--- config.mk ---
export PLATFORM = sky130hd
export DESIGN_NAME = toroidal_life_generation_engine_flat
export DESIGN_NICKNAME = d
export VERILOG_FILES = /design/src/tlge_pkg.sv /design/src/tlge_cmd_if.sv /design/src/tlge_res_if.sv /design/src/toroidal_life_generation_engine.sv /design/src/tlge_ctrl.sv /design/src/tlge_datapath.sv /design/src/flat_wrapper.sv
export SDC_FILE = /design/constraint.sdc
export NUM_CORES = 1
export LEC_CHECK = 0
export BUFFER_PORTS_ARGS = -buffer_cell sky130_fd_sc_hd__buf_4
export CORE_ASPECT_RATIO = 2
export CORE_MARGIN = 3
export CORE_UTILIZATION = 55
export DETAILED_ROUTE_END_ITERATION = 10
export GPL_TIMING_DRIVEN = 0
export PLACE_DENSITY = 0.71
export SETUP_SLACK_MARGIN = 0.15
export SLEW_MARGIN = 40
export SYNTH_ARGS = -nofsm -noshare
export SYNTH_HDL_FRONTEND = slang
export SYNTH_SLANG_ARGS = --single-unit
--- constraint.sdc ---
create_clock -name clk -period 6.9 [get_ports clk]
set_clock_uncertainty 0.15 [all_clocks]
set_input_delay 1.38 -clock clk [delete_from_list [all_inputs] [get_ports clk]]
set_output_delay 1.38 -clock clk [all_outputs]
set_load 0.01 [all_outputs]
--- src/tlge_pkg.sv ---
// package: board sizes, opcodes, controller states, command structs and the life rule
`timescale 1ns / 1ps
`default_nettype none
package tlge_pkg;

  localparam int COLS  = 20;
  localparam int ROWS  = 18;
  localparam int COL_W = 5;
  localparam int ROW_W = 5;
  localparam int OP_W  = 3;

  typedef enum logic [OP_W-1:0] {
    OP_WRITE  = 3'd0,
    OP_TOGGLE = 3'd1,
    OP_CLEAR  = 3'd2,
    OP_STEP   = 3'd3,
    OP_READ   = 3'd4
  } op_t;

  typedef enum logic [2:0] {
    ST_IDLE,
    ST_LOAD_L,
    ST_LOAD_M,
    ST_LOAD_R,
    ST_STEP,
    ST_CLEAR,
    ST_SINGLE
  } state_t;

  typedef struct packed {
    logic             load_left;
    logic             load_mid;
    logic             load_right;
    logic             step_col;
    logic             clear_col;
    logic             single;
    logic [COL_W-1:0] rd_idx;
    logic [COL_W-1:0] col;
    logic             wrap;
    logic             last;
    op_t              op;
    logic [ROW_W-1:0] row;
    logic             value;
  } dp_cmd_t;

  typedef struct packed {
    logic out_free;
  } dp_stat_t;

  // b3/s23 on one column, rows wrap
  function automatic logic [ROWS-1:0] life_col(input logic [ROWS-1:0] l,
                                               input logic [ROWS-1:0] m,
                                               input logic [ROWS-1:0] r);
    logic [ROWS-1:0] nxt;
    logic [3:0]      n;
    int              up;
    int              dn;
    nxt = '0;
    for (int y = 0; y < ROWS; y++) begin
      up = (y + ROWS - 1) % ROWS;
      dn = (y + 1) % ROWS;
      n = 4'(l[up]) + 4'(l[y]) + 4'(l[dn]) + 4'(m[up]) + 4'(m[dn])
        + 4'(r[up]) + 4'(r[y]) + 4'(r[dn]);
      nxt[y] = (n == 4'd3) || (m[y] && (n == 4'd2));
    end
    return nxt;
  endfunction

endpackage
`default_nettype wire

--- src/tlge_cmd_if.sv ---
// interface: request channel into the engine
`timescale 1ns / 1ps
`default_nettype none
interface tlge_cmd_if;
  logic                    valid;
  logic                    ready;
  logic [2:0]              op;
  logic [4:0]              col_x;
  logic [4:0]              row_y;
  logic                    cell_value;

  modport source (output valid, output op, output col_x, output row_y, output cell_value,
                  input ready);
  modport sink   (input valid, input op, input col_x, input row_y, input cell_value,
                  output ready);
endinterface
`default_nettype wire

--- src/tlge_res_if.sv ---
// interface: result channel out of the engine
`timescale 1ns / 1ps
`default_nettype none
interface tlge_res_if;
  logic        valid;
  logic        ready;
  logic [4:0]  out_col;
  logic [17:0] col_bits;
  logic [17:0] changed_bits;
  logic        last;

  modport source (output valid, output out_col, output col_bits, output changed_bits,
                  output last, input ready);
  modport sink   (input valid, input out_col, input col_bits, input changed_bits,
                  input last, output ready);
endinterface
`default_nettype wire

--- src/toroidal_life_generation_engine.sv ---
// top level: life engine on a wrapped 20 x 18 board
//
//   channel  dir  fields                                      handshake
//   cmd      in   op, col_x, row_y, cell_value                valid & ready
//   res      out  out_col, col_bits, changed_bits, last       valid & ready
//
// step: after the accept, 3 window loads, then a sweep over the 20 columns, one result per column
// clear: after the accept, a sweep over the 20 columns, one result each; write, toggle, read: one result
// the single board read port and the one-column life unit set this sequencing
// a stalled result register holds the sweep where it is; it resumes once res is taken
// rst is synchronous: board cleared, no result pending, ready for a request once rst is low
`timescale 1ns / 1ps
`default_nettype none
module toroidal_life_generation_engine (
  input  wire logic  clk,
  input  wire logic  rst,
  tlge_cmd_if.sink   cmd,
  tlge_res_if.source res
);

  tlge_pkg::dp_cmd_t  dp_cmd;
  tlge_pkg::dp_stat_t dp_stat;

  tlge_ctrl u_ctrl (
    .clk  (clk),
    .rst  (rst),
    .req  (cmd),
    .cmd  (dp_cmd),
    .stat (dp_stat)
  );

  tlge_datapath u_datapath (
    .clk  (clk),
    .rst  (rst),
    .cmd  (dp_cmd),
    .stat (dp_stat),
    .res  (res)
  );

endmodule
`default_nettype wire

--- src/tlge_ctrl.sv ---
// controller: request capture and sequencing of loads, sweeps and single-cell ops
`timescale 1ns / 1ps
`default_nettype none
module tlge_ctrl (
  input  wire logic              clk,
  input  wire logic              rst,
  tlge_cmd_if.sink               req,
  output tlge_pkg::dp_cmd_t      cmd,
  input  wire tlge_pkg::dp_stat_t stat
);

  tlge_pkg::state_t             state, state_next;
  logic [tlge_pkg::COL_W-1:0]   col, col_next;
  tlge_pkg::op_t                op_q;
  logic [tlge_pkg::COL_W-1:0]   col_q;
  logic [tlge_pkg::ROW_W-1:0]   row_q;
  logic                         val_q;
  logic                         accept;
  logic                         col_ok;
  logic                         row_ok;
  logic [tlge_pkg::COL_W:0]     ahead;
  logic                         col_end;

  assign accept = req.valid && req.ready;
  assign col_ok = {1'b0, req.col_x} < (tlge_pkg::COL_W + 1)'(tlge_pkg::COLS);
  assign row_ok = {1'b0, req.row_y} < (tlge_pkg::ROW_W + 1)'(tlge_pkg::ROWS);
  assign ahead  = {1'b0, col} + (tlge_pkg::COL_W + 1)'(2);
  assign col_end = col == tlge_pkg::COL_W'(tlge_pkg::COLS - 1);

  always_ff @(posedge clk) begin
    if (rst) begin
      state <= tlge_pkg::ST_IDLE;
      col   <= '0;
    end else begin
      state <= state_next;
      col   <= col_next;
    end
  end

  always_ff @(posedge clk) begin
    if (accept) begin
      op_q  <= tlge_pkg::op_t'(req.op);
      col_q <= req.col_x;
      row_q <= req.row_y;
      val_q <= req.cell_value;
    end
  end

  always_comb begin
    state_next = state;
    col_next   = col;
    req.ready  = 1'b0;
    cmd        = '0;
    cmd.op     = op_q;
    cmd.row    = row_q;
    cmd.value  = val_q;
    cmd.col    = col;
    cmd.last   = col_end;
    cmd.wrap   = ahead == (tlge_pkg::COL_W + 1)'(tlge_pkg::COLS);
    cmd.rd_idx = col;
    unique case (state)
      tlge_pkg::ST_IDLE: begin
        // no request taken while reset is held
        req.ready = !rst;
        col_next  = '0;
        if (req.valid) begin
          unique case (tlge_pkg::op_t'(req.op))
            tlge_pkg::OP_WRITE, tlge_pkg::OP_TOGGLE: begin
              if (col_ok && row_ok) state_next = tlge_pkg::ST_SINGLE;
            end
            tlge_pkg::OP_READ: begin
              if (col_ok) state_next = tlge_pkg::ST_SINGLE;
            end
            tlge_pkg::OP_CLEAR: state_next = tlge_pkg::ST_CLEAR;
            tlge_pkg::OP_STEP:  state_next = tlge_pkg::ST_LOAD_L;
            default:            state_next = tlge_pkg::ST_IDLE;
          endcase
        end
      end
      tlge_pkg::ST_LOAD_L: begin
        cmd.rd_idx    = tlge_pkg::COL_W'(tlge_pkg::COLS - 1);
        cmd.load_left = 1'b1;
        state_next    = tlge_pkg::ST_LOAD_M;
      end
      tlge_pkg::ST_LOAD_M: begin
        cmd.rd_idx   = '0;
        cmd.load_mid = 1'b1;
        state_next   = tlge_pkg::ST_LOAD_R;
      end
      tlge_pkg::ST_LOAD_R: begin
        cmd.rd_idx     = tlge_pkg::COL_W'(1);
        cmd.load_right = 1'b1;
        state_next     = tlge_pkg::ST_STEP;
      end
      tlge_pkg::ST_STEP: begin
        // fetch two columns ahead to refill the window
        if (ahead >= (tlge_pkg::COL_W + 1)'(tlge_pkg::COLS))
          cmd.rd_idx = tlge_pkg::COL_W'(ahead - (tlge_pkg::COL_W + 1)'(tlge_pkg::COLS));
        else
          cmd.rd_idx = tlge_pkg::COL_W'(ahead);
        if (stat.out_free) begin
          cmd.step_col = 1'b1;
          if (col_end) state_next = tlge_pkg::ST_IDLE;
          else         col_next   = col + tlge_pkg::COL_W'(1);
        end
      end
      tlge_pkg::ST_CLEAR: begin
        if (stat.out_free) begin
          cmd.clear_col = 1'b1;
          if (col_end) state_next = tlge_pkg::ST_IDLE;
          else         col_next   = col + tlge_pkg::COL_W'(1);
        end
      end
      tlge_pkg::ST_SINGLE: begin
        cmd.rd_idx = col_q;
        cmd.col    = col_q;
        cmd.last   = 1'b1;
        if (stat.out_free) begin
          cmd.single = 1'b1;
          state_next = tlge_pkg::ST_IDLE;
        end
      end
      default: state_next = tlge_pkg::ST_IDLE;
    endcase
  end

endmodule
`default_nettype wire

--- src/tlge_datapath.sv ---
// datapath: board registers, three-column window, life rule and result register
`timescale 1ns / 1ps
`default_nettype none
module tlge_datapath (
  input  wire logic               clk,
  input  wire logic               rst,
  input  wire tlge_pkg::dp_cmd_t  cmd,
  output tlge_pkg::dp_stat_t      stat,
  tlge_res_if.source              res
);

  logic [tlge_pkg::ROWS-1:0] board [tlge_pkg::COLS];
  logic [tlge_pkg::ROWS-1:0] left, mid, right, first;
  logic [tlge_pkg::ROWS-1:0] rd_col;
  logic [tlge_pkg::ROWS-1:0] gen_col;
  logic [tlge_pkg::ROWS-1:0] bit_mask;
  logic [tlge_pkg::ROWS-1:0] single_col;
  logic                      out_valid;
  logic                      out_free;

  assign rd_col   = board[cmd.rd_idx];
  assign gen_col  = tlge_pkg::life_col(left, mid, right);
  assign bit_mask = tlge_pkg::ROWS'(1) << cmd.row;
  assign out_free = !out_valid || res.ready;
  assign stat.out_free = out_free;

  always_comb begin
    unique case (cmd.op)
      tlge_pkg::OP_WRITE:  single_col = cmd.value ? (rd_col | bit_mask) : (rd_col & ~bit_mask);
      tlge_pkg::OP_TOGGLE: single_col = rd_col ^ bit_mask;
      default:             single_col = rd_col;
    endcase
  end

  always_ff @(posedge clk) begin
    if (rst) begin
      for (int i = 0; i < tlge_pkg::COLS; i++) board[i] <= '0;
    end else if (cmd.step_col) begin
      board[cmd.col] <= gen_col;
    end else if (cmd.clear_col) begin
      board[cmd.col] <= '0;
    end else if (cmd.single) begin
      board[cmd.col] <= single_col;
    end
  end

  // sliding window over old columns; column 0 is kept aside for the wrap
  always_ff @(posedge clk) begin
    if (cmd.load_left) left <= rd_col;
    if (cmd.load_mid) begin
      mid   <= rd_col;
      first <= rd_col;
    end
    if (cmd.load_right) right <= rd_col;
    if (cmd.step_col) begin
      left  <= mid;
      mid   <= right;
      right <= cmd.wrap ? first : rd_col;
    end
  end

  always_ff @(posedge clk) begin
    if (rst) begin
      out_valid <= 1'b0;
    end else if (cmd.step_col || cmd.clear_col || cmd.single) begin
      out_valid <= 1'b1;
    end else if (res.ready) begin
      out_valid <= 1'b0;
    end
  end

  always_ff @(posedge clk) begin
    if (cmd.step_col) begin
      res.col_bits     <= gen_col;
      res.changed_bits <= mid ^ gen_col;
    end else if (cmd.clear_col) begin
      res.col_bits     <= '0;
      res.changed_bits <= rd_col;
    end else if (cmd.single) begin
      res.col_bits     <= single_col;
      res.changed_bits <= rd_col ^ single_col;
    end
    if (cmd.step_col || cmd.clear_col || cmd.single) begin
      res.out_col <= cmd.col;
      res.last    <= cmd.last;
    end
  end

  assign res.valid = out_valid;

endmodule
`default_nettype wire

--- src/flat_wrapper.sv ---
// flat-port wrapper written by rule: the top's interface ports become plain ports
module toroidal_life_generation_engine_flat 
  (clk, rst, cmd_valid, cmd_op, cmd_col_x, cmd_row_y, cmd_cell_value, cmd_ready, res_valid, res_out_col, res_col_bits, res_changed_bits, res_last, res_ready);
  tlge_cmd_if cmd_i ();
  tlge_res_if res_i ();
  input  wire logic clk;
  input  wire logic rst;
  input wire logic [$bits(cmd_i.valid)-1:0] cmd_valid;
  input wire logic [$bits(cmd_i.op)-1:0] cmd_op;
  input wire logic [$bits(cmd_i.col_x)-1:0] cmd_col_x;
  input wire logic [$bits(cmd_i.row_y)-1:0] cmd_row_y;
  input wire logic [$bits(cmd_i.cell_value)-1:0] cmd_cell_value;
  output wire logic [$bits(cmd_i.ready)-1:0] cmd_ready;
  output wire logic [$bits(res_i.valid)-1:0] res_valid;
  output wire logic [$bits(res_i.out_col)-1:0] res_out_col;
  output wire logic [$bits(res_i.col_bits)-1:0] res_col_bits;
  output wire logic [$bits(res_i.changed_bits)-1:0] res_changed_bits;
  output wire logic [$bits(res_i.last)-1:0] res_last;
  input wire logic [$bits(res_i.ready)-1:0] res_ready;
  assign cmd_i.valid = cmd_valid;
  assign cmd_i.op = cmd_op;
  assign cmd_i.col_x = cmd_col_x;
  assign cmd_i.row_y = cmd_row_y;
  assign cmd_i.cell_value = cmd_cell_value;
  assign cmd_ready = cmd_i.ready;
  assign res_valid = res_i.valid;
  assign res_out_col = res_i.out_col;
  assign res_col_bits = res_i.col_bits;
  assign res_changed_bits = res_i.changed_bits;
  assign res_last = res_i.last;
  assign res_i.ready = res_ready;
  toroidal_life_generation_engine u_core (.clk(clk), .rst(rst), .cmd(cmd_i), .res(res_i));
endmodule
# Yosys cells after proc, flatten, opt, wreduce, memory -nomap -nowiden
# Memory sizes are Yosys's and may differ from the RTL's.
# Cells that the tools add are included.
# totals
latchBits	0
inputBits	18
output_inout_bits	44
wordCells	328
register_bits	137
memories	1
ram_bits	360
mem_bits_ro	0
# op_classes
n_shift	1
bitwise	8
n_div	0
eq_ne	56
reduce_logical	57
addsub	129
mul	0
order_cmp	3
muxes	58
# mem_list
name	depth	word_bits	rd	rd_clocked_by_memory_dff	wr	line_no	text
u_core.u_datapath.board	20	18	1	0	20	tlge_datapath.sv:12	logic [tlge_pkg::ROWS-1:0] board [tlge_pkg::COLS];
# ops
op	n
$mux 18	17
$add 4x1->4	72
$eq 4x2->1 const B	36
$add 3x1->4	18
$add 2x1->3	18
$xor 18x18->18	3
$add 1x1->2	18
$pmux 18 s2	1
$mux 1	25
$mux 5	5
$pmux 5 s5	1
$logic_or 1x1->1	21
$logic_and 1x1->1	20
$and 18x18->18	1
$mux 3	6
$not 18->18	1
$or 18x18->18	1
$pmux 3 s6	1
$reduce_or 18->1	1
$shl 1x5->18 const A	1
$eq 3x2->1 const B	4
$eq 3x3->1 const B	4
$pmux 3 s4	1
$lt 5x5->1 const B	2
19 further kinds	34

# Longest topological paths before layout
# logic_depth
word_depth	13
mapped_depth	19

# Cells and area by module
# From an unflattened synthesis, not the netlist that was laid out.
# hier_totals
hier_cells	2444
hier_area_um2	34768.3
# modules_own_cells
mod	cells_per_inst	area_each_um2	instances
tlge_datapath	2296	33342.0	1
tlge_ctrl	148	1426.4	1

# Least setup slack after synthesis
# Ideal clock, no wire load.
# synth_path
path_kind	register to register
from	register u_core.u_ctrl.col[2] (netlist name)
to	memory u_core.u_datapath.board[20][17] (netlist name) (data pin)
n_path_buf	5
setup_time_ns	0.283
slack_ns	2.618
required_ns	6.467
t_arrival_ns	3.849
stages_incl_launch_ff	19
cell_sequence	dfxtp_1 -> ha_1 -> buf_4 -> xnor2_1 -> ha_1 -> a21bo_2 -> o32a_1 -> and2_1 -> buf_2 -> o21ai_4 -> buf_6 -> buf_4 -> mux2i_1 -> o22a_1 -> nand4_1 -> a211o_1 -> a31oi_1 -> buf_2 -> inv_1
# synth_lines
element	line_no	text
start, declared	tlge_ctrl.sv:13	logic [tlge_pkg::COL_W-1:0] col, col_next;
start signal, assigned	tlge_ctrl.sv:36	col <= col_next;
end, declared	tlge_datapath.sv:12	

==> out/qor.yml <==
max_freq_mhz: 151.5
async_reset_ff_share_pct: 0
ys_warn_count: 0
place.detailed.hpwl_mm: 90.75
total_negative_setup_slacks_ps: 0
timing.reg2reg.setup_slack_ps: 300
report.final.hold_viol_count: 0
slew_margin_rel_pct: 35.74
wl_mm: 121.9
grt_pass1_vias: 26706
htree_num_levels: 2
ctsRootBufferMaster: "clkbuf_16"
floorplan.io_pins: 62
data_required_time_of_the_worst_path_ps: 7050
placement_rows: 130
cp_max_fo: 12
place.port_buffers: 60
fraction_of_layout_cells_with_a_size_suffix_above_1_pct: 10.60
fin_nets: 3438
synth_seq_cells: 713
wl_per_cell_um: 29.47
slew_viol_final: 0
hold_path_class: "reg -> reg"
clock_latency_ps: 670
drt_pass1_iterations: 6
route.detailed.drc: 0
worst-slew-pin-transition_ps: 963.9
track_usage_pct: 36.29
post_synth_most_frequent_cells: "edfxtp_1 (704), nand2_1 (548), nor2_1 (457)"
die-area_um2: 66850
area_delta_synth_final_pct: 11.41
crit_type: "reg -> reg"
worst-endpoint-arrival_ps: 6750
drt_first_iter_violations: 2837
syn_avg_cell_area_um2: 11.12
post_drt_via_cell_ratio: 6.433
placeable_core_area_um2: 62950
rsz0062_at_grt: "false"
post_synth_instance_area_um2: 34980
grt_antenna_before_repair: 2
largest_area_contributor_in_the_synthesized_netlist: "edfxtp_1"
result_of_the_run: "finished clean"
leading_post_synthesis_cells_by_cell_area: "edfxtp_1 (60%), nand2_1 (5.9%), nand3_1 (5.6%)"
grt_overflow_total: 0
floorplan.die.height_um: 362.7
synth-edff-count: 704
end_kind: "register"
grt_pass1_wl_mm: 173.3
die_width_um: 184.3
clkTransAtPathRegs_ps: 70
numCtsBuffers: 61
max_cap_violations: 0
kind_of_start_point_of_the_critical_path: "register"
clkSinkCount: 713
num_vias: 26599
synth_most_common_cell: "edfxtp_1"
post_synth_top_area_share_pct: 60.43
drt.antenna.violating_nets: 0
synth.yosys.seq_area_share_pct: 60.94
synthDistinctLibCells: 79
tritoncts: "done"
synthesized_netlist_cell_count: 3147
globalplace.congestion: 1.034
grt_start_max_net_pins: 37
min_period_ps: 6600
synth_nets: 3296
final-setup-viol-count: 0
timing.final.crit_share_pct: 95.65
cts.path.max_buffers: 3
initial_utilization_pct: 55.58
synth_ff_type: "edfxtp_1"
-- flip-flops by register name, indices dropped and copies added, names as in the netlist --
name / flops
u_core.u_datapath.res.col_bits: 18
u_core.u_datapath.res.last: 1
u_core.u_datapath.res.out_col: 5
u_core.u_datapath.board: 576
u_core.u_datapath.res.changed_bits: 18
u_core.u_datapath.right: 18
u_core.u_datapath.mid: 18
u_core.u_datapath.first: 18
u_core.u_ctrl.row_q: 5
u_core.u_ctrl.col: 5
u_core.u_ctrl.op_q: 3
u_core.u_ctrl.col_q: 5
u_core.u_ctrl.state: 3
u_core.u_datapath.res.valid: 1
u_core.u_datapath.left: 18
u_core.u_ctrl.val_q: 1
-- logic make-up (layout without fill, tap and decap cells) --
logic type               Yosys count  count (layout)  share of synthesized area [%]
AND/OR/NAND/NOR                 1543            1543                          19.25
flip-flops                       713             713                          60.94
buffers and inverters            354             547                          4.174
AO/OA/AOI/OAI                    301             301                          5.951
adder cells (fa/ha/maj)          131             131                          6.230
multiplexers                     102             102                          3.373
XOR/XNOR                           3               3                        0.07512
other                              0               3                              0
-- placed cells by master (no fill, tap or decap), drive strengths merged, types with 10 or more instances in the layout --
master / Yosys / layout
edfxtp: 704 / 704
nand2: 548 / 548
nor2: 457 / 457
nand3: 389 / 389
buf: 99 / 178
clkbuf: 102 / 173
inv: 153 / 156
mux2i: 77 / 77
fa: 72 / 72
a21oi: 66 / 66
o21ai: 61 / 61
ha: 59 / 59
a21o: 35 / 35
nand2b: 29 / 29
clkinv: 0 / 27
nand4: 24 / 24
o22ai: 22 / 22
and2: 19 / 19
nor3: 17 / 17
o22a: 14 / 14
mux2: 14 / 14
a311oi: 14 / 14
nor2b: 13 / 13
a211oi: 12 / 12
mux4: 11 / 11
a31oi: 11 / 11
a221oi: 10 / 10
-- per-stage QoR --
step / cells / instance area (um2) / utilization (%) / hold slack [ps] / setup WS [ps]
finish: 4135 / 38970 / 61.92 / 388.0 / 299.8
global route: 4132 / 38970 / 61.90 / 403.0 / 184.2
CTS: 4132 / 38930 / 61.84 / 380.5 / 482.7
detailed placement: 4018 / 36920 / 58.66 / 362.9 / 503.4
global placement: 3999 / 36420 / 57.87 / 353.3 / 564.7
floorplan: 3147 / 34980 / - / 346.3 / 2618
-- final cells by class --
class / count / area (um2)
fillers: 5027 / 23970
plain buffers: 201 / 898.4
diodes: 3 / 7.507
well taps: 792 / 991.0
inverters: 153 / 575.6
repair buffers: 79 / 745.7
clock inverters: 43 / 441.7
clock buffers: 71 / 1564
flip-flops and latches: 713 / 21320
multi-input cells: 2080 / 12430
-- worst max-delay path, cell delays in order, from the launching register on --
cell and delay (ps):
dfxtp_1 410, ha_1 220, buf_4 160, xnor2_1 320, ha_1 280, a21boi_0 350
o311ai_1 200, o21a_1 280, a21oi_1 450, buf_2 530, clkbuf_1 590, nand3_1 170
nand3_1 280, nand4_1 450, mux2i_1 420, o22a_1 240, buf_2 360, inv_1 340
-- routing by layer --
metal	vias up	part of all wire (%)	global-route usage [%]
li1	11372	-	-
met2	1665	50	62.80
met4	0	12	35.01
met1	12909	30	35.28
met3	653	8.0	6.805
met5	-	0	0
-- path summary, 6_finish.rpt --
check / start / cells past startpoint / end
max reg2reg: u_core.u_ctrl.col[2] / 17 / u_core.u_datapath.board[27][2]
max: u_core.u_ctrl.col[2] / 17 / u_core.u_datapath.board[27][2]
min reg2reg: u_core.u_datapath.first[3] / 2 / u_core.u_datapath.right[3]
min: u_core.u_datapath.first[3] / 2 / u_core.u_datapath.right[3]
-- repair_timing --
action,CTS,global route
setup endpoints to repair,0,12
resized for setup,0,2
hold buffers,0,0
setup buffers,0,0
Power is left out: the tool's default activity adds up to more than one toggle a clock period on the data nets, which glitch-free logic cannot reach.
